`src/rtl/core/sled_pkg.sv`:
```
// ----------------------------------------------------------------------------
// sled_pkg
// Shared types, character codes and helpers for the string literal decoder.
// ----------------------------------------------------------------------------
package sled_pkg;

  typedef enum logic [7:0] {
    PH_IDLE = 8'b0000_0001,
    PH_BODY = 8'b0000_0010,
    PH_ESC  = 8'b0000_0100,
    PH_OCT1 = 8'b0000_1000,
    PH_OCT2 = 8'b0001_0000,
    PH_HEX0 = 8'b0010_0000,
    PH_HEX1 = 8'b0100_0000,
    PH_DONE = 8'b1000_0000
  } phase_t;

  typedef enum logic [1:0] {
    KIND_BYTE  = 2'd0,
    KIND_CLOSE = 2'd1,
    KIND_ERROR = 2'd2
  } kind_t;

  localparam logic [7:0] QUOTE_RESET = 8'h22;
  localparam logic [7:0] CH_BSLASH   = 8'h5C;
  localparam logic [7:0] CH_LOWER_A  = 8'h61;
  localparam logic [7:0] CH_LOWER_B  = 8'h62;
  localparam logic [7:0] CH_LOWER_F  = 8'h66;
  localparam logic [7:0] CH_LOWER_H  = 8'h68;
  localparam logic [7:0] CH_LOWER_N  = 8'h6E;
  localparam logic [7:0] CH_LOWER_R  = 8'h72;
  localparam logic [7:0] CH_LOWER_T  = 8'h74;
  localparam logic [7:0] CH_LOWER_V  = 8'h76;
  localparam logic [7:0] BYTE_MAX    = 8'hFF;

  typedef struct packed {
    logic [7:0] in_byte;
    logic       first;
    logic       final_req;
  } in_beat_t;

  typedef struct packed {
    logic [7:0] data;
    kind_t      kind;
  } result_t;

  typedef struct packed {
    logic    emit;
    result_t res;
    phase_t  phase;
  } plain_t;

  typedef struct packed {
    logic [1:0]       count;
    result_t [2:0]    res;
    phase_t           phase;
    logic [5:0]       octal;
    logic [7:0]       hex;
  } dec_t;

  function automatic logic is_oct(input logic [7:0] b);
    return b inside {[8'h30:8'h37]};
  endfunction

  function automatic logic is_hexd(input logic [7:0] b);
    return b inside {[8'h30:8'h39], [8'h41:8'h46], [8'h61:8'h66]};
  endfunction

  function automatic logic [3:0] hex_val(input logic [7:0] b);
    logic [3:0] v;
    if (b[6]) begin
      v = b[3:0] + 4'd9;
    end else begin
      v = b[3:0];
    end
    return v;
  endfunction

  function automatic result_t byte_res(input logic [7:0] b);
    result_t r;
    r.data = b;
    r.kind = KIND_BYTE;
    return r;
  endfunction

  function automatic result_t err_res();
    result_t r;
    r.data = '0;
    r.kind = KIND_ERROR;
    return r;
  endfunction

  function automatic plain_t plain_f(input logic [7:0] b, input logic [7:0] q);
    plain_t p;
    p.emit  = 1'b1;
    p.res   = byte_res(b);
    p.phase = PH_BODY;
    if (b == q) begin
      p.res.data = '0;
      p.res.kind = KIND_CLOSE;
      p.phase    = PH_DONE;
    end else if (b == CH_BSLASH) begin
      p.emit  = 1'b0;
      p.phase = PH_ESC;
    end
    return p;
  endfunction

endpackage

```
`src/rtl/core/sled_in_if.sv`:
```
// ----------------------------------------------------------------------------
// sled_in_if
// Source byte channel: valid/ready with one raw byte per beat.
// ----------------------------------------------------------------------------
interface sled_in_if;
  logic       valid;
  logic       ready;
  logic [7:0] in_byte;
  logic       first;
  logic       final_req;

  modport source (output valid, output in_byte, output first, output final_req,
                  input ready);
  modport sink   (input valid, input in_byte, input first, input final_req,
                  output ready);
endinterface

```
`src/rtl/core/sled_out_if.sv`:
```
// ----------------------------------------------------------------------------
// sled_out_if
// Decoded result channel: valid/ready with one result per beat.
// ----------------------------------------------------------------------------
interface sled_out_if;
  logic       valid;
  logic       ready;
  logic [7:0] out_byte;
  logic [1:0] kind;
  logic       last;

  modport source (output valid, output out_byte, output kind, output last,
                  input ready);
  modport sink   (input valid, input out_byte, input kind, input last,
                  output ready);
endinterface

```
`src/rtl/core/sled_in_reg.sv`:
```
// ----------------------------------------------------------------------------
// sled_in_reg
// Input register: holds one source beat until all its results are issued.
// ----------------------------------------------------------------------------
module sled_in_reg import sled_pkg::*; (
  input  logic      clk,
  input  logic      rst,
  sled_in_if.sink   raw,
  input  logic      retire,
  output logic      valid,
  output in_beat_t  item
);

  assign raw.ready = !valid || retire;

  always_ff @(posedge clk) begin
    if (rst) begin
      valid <= 1'b0;
    end else if (raw.ready) begin
      valid <= raw.valid;
    end
  end

  always_ff @(posedge clk) begin
    if (raw.valid && raw.ready) begin
      item.in_byte   <= raw.in_byte;
      item.first     <= raw.first;
      item.final_req <= raw.final_req;
    end
  end

endmodule

```
`src/rtl/core/sled_decode.sv`:
```
// ----------------------------------------------------------------------------
// sled_decode
// Escape decode of one source byte: up to three results and the next state.
// ----------------------------------------------------------------------------
module sled_decode import sled_pkg::*; (
  input  in_beat_t   item,
  input  phase_t     phase,
  input  logic [5:0] octal_value,
  input  logic [7:0] hex_digit_seen,
  input  logic [7:0] quote_char,
  output dec_t       dec
);

  phase_t     eff_phase;
  plain_t     p1;
  plain_t     p2;
  logic [7:0] b;

  assign b         = item.in_byte;
  assign eff_phase = item.first ? PH_IDLE : phase;

  always_comb begin
    dec.count = 2'd0;
    dec.res   = '0;
    dec.phase = phase;
    dec.octal = octal_value;
    dec.hex   = hex_digit_seen;
    p1        = plain_f(b, quote_char);
    p2        = plain_f(b, quote_char);

    case (eff_phase)
      PH_IDLE: begin
        dec.octal = '0;
        dec.hex   = '0;
        if (b == quote_char) begin
          dec.phase = PH_BODY;
        end else begin
          dec.res[0] = err_res();
          dec.count  = 2'd1;
          dec.phase  = PH_DONE;
        end
      end
      PH_BODY: begin
        dec.res[0] = p1.res;
        dec.count  = {1'b0, p1.emit};
        dec.phase  = p1.phase;
      end
      PH_ESC: begin
        dec.phase  = PH_BODY;
        dec.count  = 2'd1;
        dec.res[0] = byte_res(b);
        case (b)
          CH_LOWER_A: dec.res[0] = byte_res(8'd7);
          CH_LOWER_B: dec.res[0] = byte_res(8'd8);
          CH_LOWER_F: dec.res[0] = byte_res(8'd12);
          CH_LOWER_N: dec.res[0] = byte_res(8'd10);
          CH_LOWER_R: dec.res[0] = byte_res(8'd13);
          CH_LOWER_T: dec.res[0] = byte_res(8'd9);
          CH_LOWER_V: dec.res[0] = byte_res(8'd11);
          CH_LOWER_H: begin
            dec.count = 2'd0;
            dec.phase = PH_HEX0;
          end
          default: begin
            if (is_oct(b)) begin
              dec.count = 2'd0;
              dec.octal = {3'b000, b[2:0]};
              dec.phase = PH_OCT1;
            end
          end
        endcase
      end
      PH_OCT1, PH_OCT2: begin
        if (is_oct(b)) begin
          if (eff_phase == PH_OCT1) begin
            dec.octal = {octal_value[2:0], b[2:0]};
            dec.phase = PH_OCT2;
          end else begin
            dec.count = 2'd1;
            dec.phase = PH_BODY;
            dec.res[0] = octal_value[5] ? byte_res(BYTE_MAX)
                                        : byte_res({octal_value[4:0], b[2:0]});
          end
        end else begin
          dec.res[0] = byte_res({2'b00, octal_value});
          dec.res[1] = p1.res;
          dec.count  = 2'd1 + {1'b0, p1.emit};
          dec.phase  = p1.phase;
        end
      end
      PH_HEX0: begin
        if (is_hexd(b)) begin
          dec.hex   = b;
          dec.phase = PH_HEX1;
        end else begin
          dec.res[0] = byte_res(CH_LOWER_H);
          dec.res[1] = p1.res;
          dec.count  = 2'd1 + {1'b0, p1.emit};
          dec.phase  = p1.phase;
        end
      end
      PH_HEX1: begin
        if (is_hexd(b)) begin
          dec.res[0] = byte_res({hex_val(hex_digit_seen), hex_val(b)});
          dec.count  = 2'd1;
          dec.phase  = PH_BODY;
        end else begin
          // held digit is never a backslash: it closes or is a byte
          p1         = plain_f(hex_digit_seen, quote_char);
          dec.res[0] = byte_res(CH_LOWER_H);
          dec.res[1] = p1.res;
          if (p1.phase == PH_DONE) begin
            dec.count = 2'd2;
            dec.phase = PH_DONE;
          end else begin
            dec.res[2] = p2.res;
            dec.count  = 2'd2 + {1'b0, p2.emit};
            dec.phase  = p2.phase;
          end
        end
      end
      PH_DONE: begin
        dec.phase = PH_DONE;
      end
      default: begin
        dec.phase = PH_DONE;
      end
    endcase

    // end of text before the closing quote
    if (item.final_req && dec.phase != PH_DONE) begin
      dec.res   = '0;
      dec.res[0] = err_res();
      dec.count = 2'd1;
      dec.phase = PH_DONE;
    end
  end

endmodule

```
`src/rtl/core/sled_out_reg.sv`:
```
// ----------------------------------------------------------------------------
// sled_out_reg
// Result register: holds one decoded beat while the receiver stalls.
// ----------------------------------------------------------------------------
module sled_out_reg import sled_pkg::*; (
  input  logic       clk,
  input  logic       rst,
  sled_out_if.source decoded,
  input  logic       load,
  input  result_t    res,
  input  logic       res_last,
  output logic       free
);

  assign free = !decoded.valid || decoded.ready;

  always_ff @(posedge clk) begin
    if (rst) begin
      decoded.valid <= 1'b0;
    end else if (free) begin
      decoded.valid <= load;
    end
  end

  always_ff @(posedge clk) begin
    if (load && free) begin
      decoded.out_byte <= res.data;
      decoded.kind     <= res.kind;
      decoded.last     <= res_last;
    end
  end

endmodule

```
`src/rtl/core/string_literal_escape_decoder.sv`:
```
// ----------------------------------------------------------------------------
// string_literal_escape_decoder
// Decodes a quoted string literal with backslash escapes, one byte per beat.
// ----------------------------------------------------------------------------
// Usage:
//   raw carries source bytes with first and final_req marks; decoded carries
//   result beats (byte, close or error) with last set on the final result of
//   each source byte. cfg_we/cfg_wdata set the quote byte while idle; the
//   user must keep to this, as the block does not enforce it. A source beat
//   is captured in the input register; the decode logic sits between that
//   register and the result register, so each result of a source beat is
//   loaded into the result register once that register is free.
//   Throughput is one source byte per cycle while each byte yields at most
//   one result and the receiver does not stall. A byte that yields several
//   results holds the input register until its last result is loaded.
//   Pending octal or hex digits produce nothing until a later byte decides.
//   Reset clears both registers, sets the quote to a double quote and puts
//   the decoder in its idle phase. When the receiver stalls the result beat
//   holds; source bytes that yield no result still pass, and the first one
//   that yields a result waits in the input register with raw.ready low
//   until results drain.
// ----------------------------------------------------------------------------
module string_literal_escape_decoder import sled_pkg::*; (
  input  logic       clk,
  input  logic       rst,
  input  logic       cfg_we,
  input  logic [7:0] cfg_wdata,
  sled_in_if.sink    raw,
  sled_out_if.source decoded
);

  logic       item_valid;
  in_beat_t   item;
  dec_t       dec;
  phase_t     phase;
  logic [5:0] octal_value;
  logic [7:0] hex_digit_seen;
  logic [7:0] quote_char;
  logic [1:0] idx;
  logic       out_free;
  logic       load;
  logic       idx_last;
  logic       retire;

  sled_in_reg u_in_reg (
    .clk    (clk),
    .rst    (rst),
    .raw    (raw),
    .retire (retire),
    .valid  (item_valid),
    .item   (item)
  );

  sled_decode u_decode (
    .item           (item),
    .phase          (phase),
    .octal_value    (octal_value),
    .hex_digit_seen (hex_digit_seen),
    .quote_char     (quote_char),
    .dec            (dec)
  );

  assign idx_last = (idx == dec.count - 2'd1);
  assign load     = item_valid && (dec.count != 2'd0) && out_free;
  assign retire   = item_valid && ((dec.count == 2'd0) || (out_free && idx_last));

  sled_out_reg u_out_reg (
    .clk      (clk),
    .rst      (rst),
    .decoded  (decoded),
    .load     (load),
    .res      (dec.res[idx]),
    .res_last (idx_last),
    .free     (out_free)
  );

  always_ff @(posedge clk) begin
    if (rst) begin
      idx <= 2'd0;
    end else if (retire) begin
      idx <= 2'd0;
    end else if (load) begin
      idx <= idx + 2'd1;
    end
  end

  always_ff @(posedge clk) begin
    if (rst) begin
      phase          <= PH_IDLE;
      octal_value    <= '0;
      hex_digit_seen <= '0;
    end else if (retire) begin
      phase          <= dec.phase;
      octal_value    <= dec.octal;
      hex_digit_seen <= dec.hex;
    end
  end

  always_ff @(posedge clk) begin
    if (rst) begin
      quote_char <= QUOTE_RESET;
    end else if (cfg_we) begin
      quote_char <= cfg_wdata;
    end
  end

endmodule

```
`src/flat_wrapper.sv`:
```
// flat-port wrapper written by rule: the top's interface ports become plain ports
module string_literal_escape_decoder_flat import sled_pkg::*;
  (clk, rst, cfg_we, cfg_wdata, raw_valid, raw_in_byte, raw_first, raw_final_req, raw_ready, decoded_valid, decoded_out_byte, decoded_kind, decoded_last, decoded_ready);
  sled_in_if raw_i ();
  sled_out_if decoded_i ();
  input  logic clk;
  input  logic rst;
  input  logic cfg_we;
  input  logic [7:0] cfg_wdata;
  input wire logic [$bits(raw_i.valid)-1:0] raw_valid;
  input wire logic [$bits(raw_i.in_byte)-1:0] raw_in_byte;
  input wire logic [$bits(raw_i.first)-1:0] raw_first;
  input wire logic [$bits(raw_i.final_req)-1:0] raw_final_req;
  output wire logic [$bits(raw_i.ready)-1:0] raw_ready;
  output wire logic [$bits(decoded_i.valid)-1:0] decoded_valid;
  output wire logic [$bits(decoded_i.out_byte)-1:0] decoded_out_byte;
  output wire logic [$bits(decoded_i.kind)-1:0] decoded_kind;
  output wire logic [$bits(decoded_i.last)-1:0] decoded_last;
  input wire logic [$bits(decoded_i.ready)-1:0] decoded_ready;
  assign raw_i.valid = raw_valid;
  assign raw_i.in_byte = raw_in_byte;
  assign raw_i.first = raw_first;
  assign raw_i.final_req = raw_final_req;
  assign raw_ready = raw_i.ready;
  assign decoded_valid = decoded_i.valid;
  assign decoded_out_byte = decoded_i.out_byte;
  assign decoded_kind = decoded_i.kind;
  assign decoded_last = decoded_i.last;
  assign decoded_i.ready = decoded_ready;
  string_literal_escape_decoder u_core (.clk(clk), .rst(rst), .cfg_we(cfg_we), .cfg_wdata(cfg_wdata), .raw(raw_i), .decoded(decoded_i));
endmodule
```
`config.mk`:
```
export PLATFORM = sky130hd
export DESIGN_NAME = string_literal_escape_decoder_flat
export DESIGN_NICKNAME = d
export VERILOG_FILES = /design/src/rtl/core/sled_pkg.sv /design/src/rtl/core/sled_in_if.sv /design/src/rtl/core/sled_out_if.sv /design/src/rtl/core/sled_in_reg.sv /design/src/rtl/core/sled_decode.sv /design/src/rtl/core/sled_out_reg.sv /design/src/rtl/core/string_literal_escape_decoder.sv /design/src/flat_wrapper.sv
export SDC_FILE = /design/constraint.sdc
export NUM_CORES = 1
export LEC_CHECK = 0
export BUFFER_PORTS_ARGS = -buffer_cell sky130_fd_sc_hd__buf_2
export CORE_MARGIN = 2
export CORE_UTILIZATION = 45
export CTS_CLUSTER_DIAMETER = 120
export CTS_CLUSTER_SIZE = 12
export DETAILED_ROUTE_END_ITERATION = 16
export GPL_TIMING_DRIVEN = 0
export PLACE_DENSITY = 0.71
export SYNTH_ARGS = -nofsm -noshare
export SYNTH_HDL_FRONTEND = slang
export SYNTH_SLANG_ARGS = --single-unit
```
`constraint.sdc`:
```
create_clock -name clk -period 6.1 [get_ports clk]
set_input_delay 1.22 -clock clk [delete_from_list [all_inputs] [get_ports clk]]
set_output_delay 1.22 -clock clk [all_outputs]
set_load 0.03 [all_outputs]
```
==> metrics, run 1 <==
FF/Latch Area=0.00131 mm²; clk_skew=0.00525 ns; RSZ-0062 raised after global routing=no; Synth cell types=72; Area growth, synth to finish=10.6%; Max Clock Freq=0.173 GHz; first-pass GRT wire length=18300 µm; Rel. slew slack=22.5%; R2R depth=19; Post-Synth Adder-Cell Area=2.26%; hold_buf cts=0; clk sink count=55; Root Buffer=clkbuf_8; Least-Margin Pin Slew=1.16 ns; syn avg cell area=8.51 µm²; most common cell after layout, fill and taps aside=nor2_1; Yosys reg bits=55; post-synthesis mux area share=6.01%; Worst Hold Launch=u_core.octal_value[4]; Post-Synth XOR/XNOR Area=5.65%; power density over the cells=289 mW/mm²; Final Cell Area=0.00428 mm²; initial drt markers=306; WL per Instance=18.9 µm; # fillers=810; die height=96.8 µm; Compound-Gate Fraction of Synth Area=21.5%; leakage power total=1.50 nW; setup tns final=0 ns; initial antenna violation count=0; Max FO, Critical Path=10; Final Critical Period=5.77 ns; hold-critical path depth=2; CTS buffer count=5; area of the multi-input gates=0.00238 mm²; largest family of logic cells by synthesized area=simple AND/OR/NAND/NOR gates; status=complete, no violations; synth top area cells=dfxtp_1, edfxtp_1, mux2i_1, a21oi_1, nor2_1; vias in the first global route=3515; commonest cells after routing, fill and taps aside=nor2_1, buf_2, a21oi_1, dfxtp_1, nand2_1; CTS max path bufs=2; async set-or-reset flop fraction in the synthesized netlist=0%; most used cell, CP=ha_1; Nets=526; mapped cell area=0.00387 mm²; Register-to-Register Setup Slack=0.81 ns; Place WS=0.473 ns; largest net degree at the start of global routing=18; Fin Hold WS=0.506 ns; layout cell share with drive strength beyond 1=14.9%; Warnings, synthesis=0; drc violations=0; Worst path max stage delay=0.47 ns; clock slew at reported path FFs=0.10 ns; share of the synthesized area in the top cell type=17.6%; Critical Path Source Type=register; final std cells w/o fill=602; Slowest cell on crit path=nor4_4; All-Layer GR Usage=24.0%; die area=0.00937 mm²; Vias/cell=6.16; H-tree Lvls=2; Post-Route WL=11400 µm; routability cong.=0.927; Top FF cell, synth=dfxtp_1; Post-Synthesis Cells=455; Worst VDD drop=0.000144 V; via count=3708; Worst Path Arrival=4.55 ns; Post-Synth Simple-Gate Area=26.0%; Initial DRT Pass Iterations=5; Worst-Skew Late Latency=0.32 ns; CTS tree=built; I/O pin cnt=36; Port-buffer cells=34; Cells after DPL=594; kind of critical path=register to primary output; final-report setup violation count=0; net count after synthesis=485; fin crit share=94.5%; Critical path origin=u_core.u_in_reg.item[2]; # rows=33; DPL Wire Length=8640 µm; Placeable Area=0.00830 mm²; max-slew violations=0; ANT nets after route=0; sequential area share after synthesis=33.9%; Hold Crit Class=register to register; Die Span X=96.8 µm; final worst slack=0.333 ns; Required @ worst endpoint=4.88 ns; DP Area=0.00418 mm²; EDFF count, synth=21; cell accounting for the most synthesized area=dfxtp_1; total gr overflow=0; Initial Util=46.7%; critical path cell sequence=clkbuf_2 > inv_1 > ha_1 > or3b_1 > and4_4 > nor4_4 > nor4_1 > o211a_1 > clkbuf_1 > or2_2 > ha_1 > xnor2_1 > nor2_1 > nand3b_1 > nand2_1 > buf_2; ant diodes=0; Hold Vio Cnt, Final=0; Max Cap Violations=0; critical path capture point type=primary output; Critical R2R Launch=u_core.u_in_reg.item[2]
per-layer routing:
layer / routed length (µm) / GRT usage [%]
met1: 5180 / 33.2
met2: 5290 / 39.1
met3: 665 / 3.54
met4: 243 / 7.04
met5: 0 / 0
final cells by class:
cell class | instances | area share (%)
plain buffers | 29 | 3.10
repair buffers | 35 | 4.15
clock inverters | 1 | 0.146
well taps | 105 | 3.07
inverters | 13 | 1.14
clock buffers | 7 | 2.28
flip-flops and latches | 55 | 30.6
multi-input cells | 357 | 55.5
metrics by stage:
step	utilization (%)	power, mW
2_1_floorplan	-	0.877
3_3_place_gp	50.3	0.997
3_5_place_dp	50.3	1.01
4_1_cts	51.6	1.24
5_1_grt	51.6	1.31
6_report	51.6	1.24
power by group:
part	internal (mW)	switching, mW
combinational	0.187	0.345
clock	0.107	0.124
sequential	0.442	0.0333
synthesized netlist by cell type, types with 3 or more instances:
cell / n
nor3_1: 17
buf_2: 5
a21o_1: 4
a31o_2: 4
o221ai_1: 4
nor4_1: 5
a22oi_1: 9
nor2b_1: 6
xnor2_1: 15
a21oi_1: 36
or2_2: 5
ha_1: 7
o31ai_1: 3
nand2_1: 33
o21ai_0: 13
and2_1: 3
nand2b_1: 18
dfxtp_1: 34
nand3_1: 13
o22ai_1: 4
a21boi_0: 3
edfxtp_1: 21
mux2i_1: 21
nand4_1: 8
nand3b_1: 4
nor2_1: 46
inv_1: 13
clkbuf_1: 20
or3_1: 8
xor2_1: 10
a31oi_1: 6
logic make-up (layout without fill, tap and decap cells):
logic type | count (synthesis) | in the layout
and+or+nand+nor | 185 | 185
AOI/OAI and AO/OA | 117 | 117
DFF | 55 | 55
buffers and inverters | 43 | 85
xor gates and xnor gates | 25 | 25
muxes | 23 | 23
adders and majority gates | 7 | 7
worst paths after layout:
check	end
min	u_core.octal_value[4]
max	raw_ready
min reg2reg	u_core.octal_value[4]
max reg2reg	u_core.octal_value[5]
sequential cells by signal, indices dropped and copies added (netlist names):
register,cells
u_core.u_in_reg.item,10
u_core.hex_digit_seen,8
u_core.phase,8
u_core.quote_char,8
u_core.u_out_reg.decoded.out_byte,8
u_core.octal_value,6
u_core.idx,2
u_core.u_out_reg.decoded.kind,2
u_core.u_in_reg.valid,1
u_core.u_out_reg.decoded.last,1
u_core.u_out_reg.decoded.valid,1
critical path, delay by kind of cell, from the launching register on:
kind | cells | cell delay (ns)
flops | 1 | 0.43
simple gates | 8 | 1.94
fa+ha+maj | 2 | 0.48
compound gates | 1 | 0.32
xor+xnor | 1 | 0.16
buf+inv | 4 | 0.88
timing repair:
action | in CTS | in global routing
endpoints found under the setup margin | 0 | 1
setup buffers | 0 | 1
endpoints found under the hold margin | 0 | 0
gates resized for setup | 0 | 2
Power figures use the tool's default switching activity.
==> run 2, diff against run 1 <==
--- a/config.mk
+++ b/config.mk
@@ -11,7 +11,6 @@
 export CTS_CLUSTER_DIAMETER = 120
 export CTS_CLUSTER_SIZE = 12
 export DETAILED_ROUTE_END_ITERATION = 16
-export GPL_TIMING_DRIVEN = 0
 export PLACE_DENSITY = 0.71
 export SYNTH_ARGS = -nofsm -noshare
 export SYNTH_HDL_FRONTEND = slang
==> run 2 against run 1 <==
Cell count decreased by 4.2%. Global-route usage decreased by 1.3 points. First-iteration DRC count increased by 23%. Die area unchanged. Clock skew increased by 0.0027 ns. Via count decreased by 2.6%. Sequential share of layout area increased by 0.89 points. Fmax increased by 4.3%. Critical path depth decreased by 2. Highest routed layer unchanged.
==> metrics, run 2 (same netlist as run 1, synthesis figures left out) <==
status=complete, no violations; Register-to-Register Setup Slack=1.19 ns; layout cell share with drive strength beyond 1=14.6%; # rows=33; Worst Path Arrival=4.31 ns; die area=0.00937 mm²; largest net degree at the start of global routing=44; R2R depth=17; Hold Crit Class=register to register; Initial DRT Pass Iterations=7; Least-Margin Pin Slew=0.980 ns; Fin Hold WS=0.506 ns; setup tns final=0 ns; Area growth, synth to finish=7.46%; Worst-Skew Late Latency=0.32 ns; CTS max path bufs=2; Required @ worst endpoint=4.88 ns; I/O pin cnt=36; Slowest cell on crit path=edfxtp_1; Worst Setup EP=raw_ready; highest metal used=met4; initial drt markers=377; routability cong.=0.999; postcts setup bufs=0; Vias/cell=6.26; max reg flops=10; RSZ-0062 raised after global routing=no; Critical Path Source Type=register; total gr overflow=0; max-slew violations=0; clk sink count=55; CTS tree=built; Die Span X=96.8 µm; fin crit share=90.7%; Post-Route WL=10700 µm; final worst slack=0.568 ns; Worst VDD drop=0.000108 V; WL per Instance=18.6 µm; Rel. slew slack=34.4%; Place WS=0.951 ns; post-layout util=50.2%; commonest cells after routing, fill and taps aside=nor2_1, a21oi_1, buf_2, dfxtp_1, nand2_1; clk_skew=0.00800 ns; initial antenna violation count=0; ANT nets after route=0; vias in the first global route=3287; DR WL met3=759 µm; overall power=1.20 mW; CTS buffer count=5; Final Critical Period=5.53 ns; die height=96.8 µm; Max FO, Critical Path=14; first-pass GRT wire length=17300 µm; Nets=501; CTS-repair resized insts=0; All-Layer GR Usage=22.7%; Root Buffer=clkbuf_8; routed length on met2=4930 µm; final-report setup violation count=0; Critical R2R Launch=u_core.u_in_reg.item[3]; critical path cell sequence=inv_1 > ha_1 > or3b_1 > and4_4 > nor4_4 > nor4_1 > o211a_1 > or2_2 > ha_1 > xnor2_1 > nor2_1 > nand3b_1 > nand2_1 > buf_2; hold_buf cts=0; Port-buffer cells=35; kind of critical path=register to primary output; Top reg by flops=u_core.u_in_reg.item; Max Cap Violations=0; Placeable Area=0.00830 mm²; power density over the cells=288 mW/mm²; Max Clock Freq=0.181 GHz; clock slew at reported path FFs=0.10 ns; ant diodes=0; via count=3613; leakage power total=1.45 nW; critical path capture point type=primary output; met1 WL=4800 µm; H-tree Lvls=2; most used cell, CP=ha_1; worst r2r dst=u_core.phase[6]; Worst path max stage delay=0.60 ns; DPL Wire Length=8080 µm; Critical path origin=u_core.u_in_reg.item[3]; Hold Vio Cnt, Final=0; most common cell after layout, fill and taps aside=nor2_1; Initial Util=46.7%; drc violations=0
[run 2: routing by layer]
metal  track usage (%)  up-vias
li1                  -     1710
met1              32.3     1696
met2              36.2      178
met3              3.40       29
met4              6.18        0
met5                 0        -
[run 2: stage by stage]
step | cells | area [µm²]
finish | 577 | 4160
global route | 577 | 4160
CTS | 577 | 4160
detailed placement | 569 | 4080
global placement | 569 | 4080
floorplan | 455 | 3870
[run 2: layout make-up]
cell class | instances | area (µm²)
fill | 805 | 4140
clock inverter | 2 | 15.0
sequential | 55 | 1310
timing repair buffer | 39 | 205
multi-input combinational | 357 | 2380
inverter | 13 | 48.8
tap | 105 | 131
clock buffer | 6 | 72.6
[run 2: worst max-delay path: cells and delay by family (launching register included)]
family / cells / cell delay (ns)
and+or+nand+nor: 8 / 1.86
DFF: 1 / 0.60
adders and majority gates: 2 / 0.56
xor gates and xnor gates: 1 / 0.16
AOI/OAI and AO/OA: 1 / 0.42
buffers and inverters: 2 / 0.39
[run 2: where the power goes]
part | leakage, nW | switching (mW) | internal (mW)
logic | 0.925 | 0.305 | 0.180
clock network | 0.0461 | 0.128 | 0.0833
registers | 0.477 | 0.0626 | 0.442
total | 1.45 | 0.496 | 0.705
[run 2: how the worst min path moves through the flow]
stage / startpoint / end / slack, ns / cells past startpoint
after detailed placement: u_core.octal_value[0] / u_core.octal_value[0] / 0.50 / 2
final: u_core.octal_value[4] / u_core.octal_value[4] / 0.51 / 2
after floorplan: u_core.octal_value[3] / u_core.octal_value[3] / 0.46 / 2
after global routing: u_core.octal_value[4] / u_core.octal_value[4] / 0.55 / 2
after global placement: u_core.octal_value[3] / u_core.octal_value[3] / 0.48 / 2
after CTS: u_core.octal_value[4] / u_core.octal_value[4] / 0.52 / 2
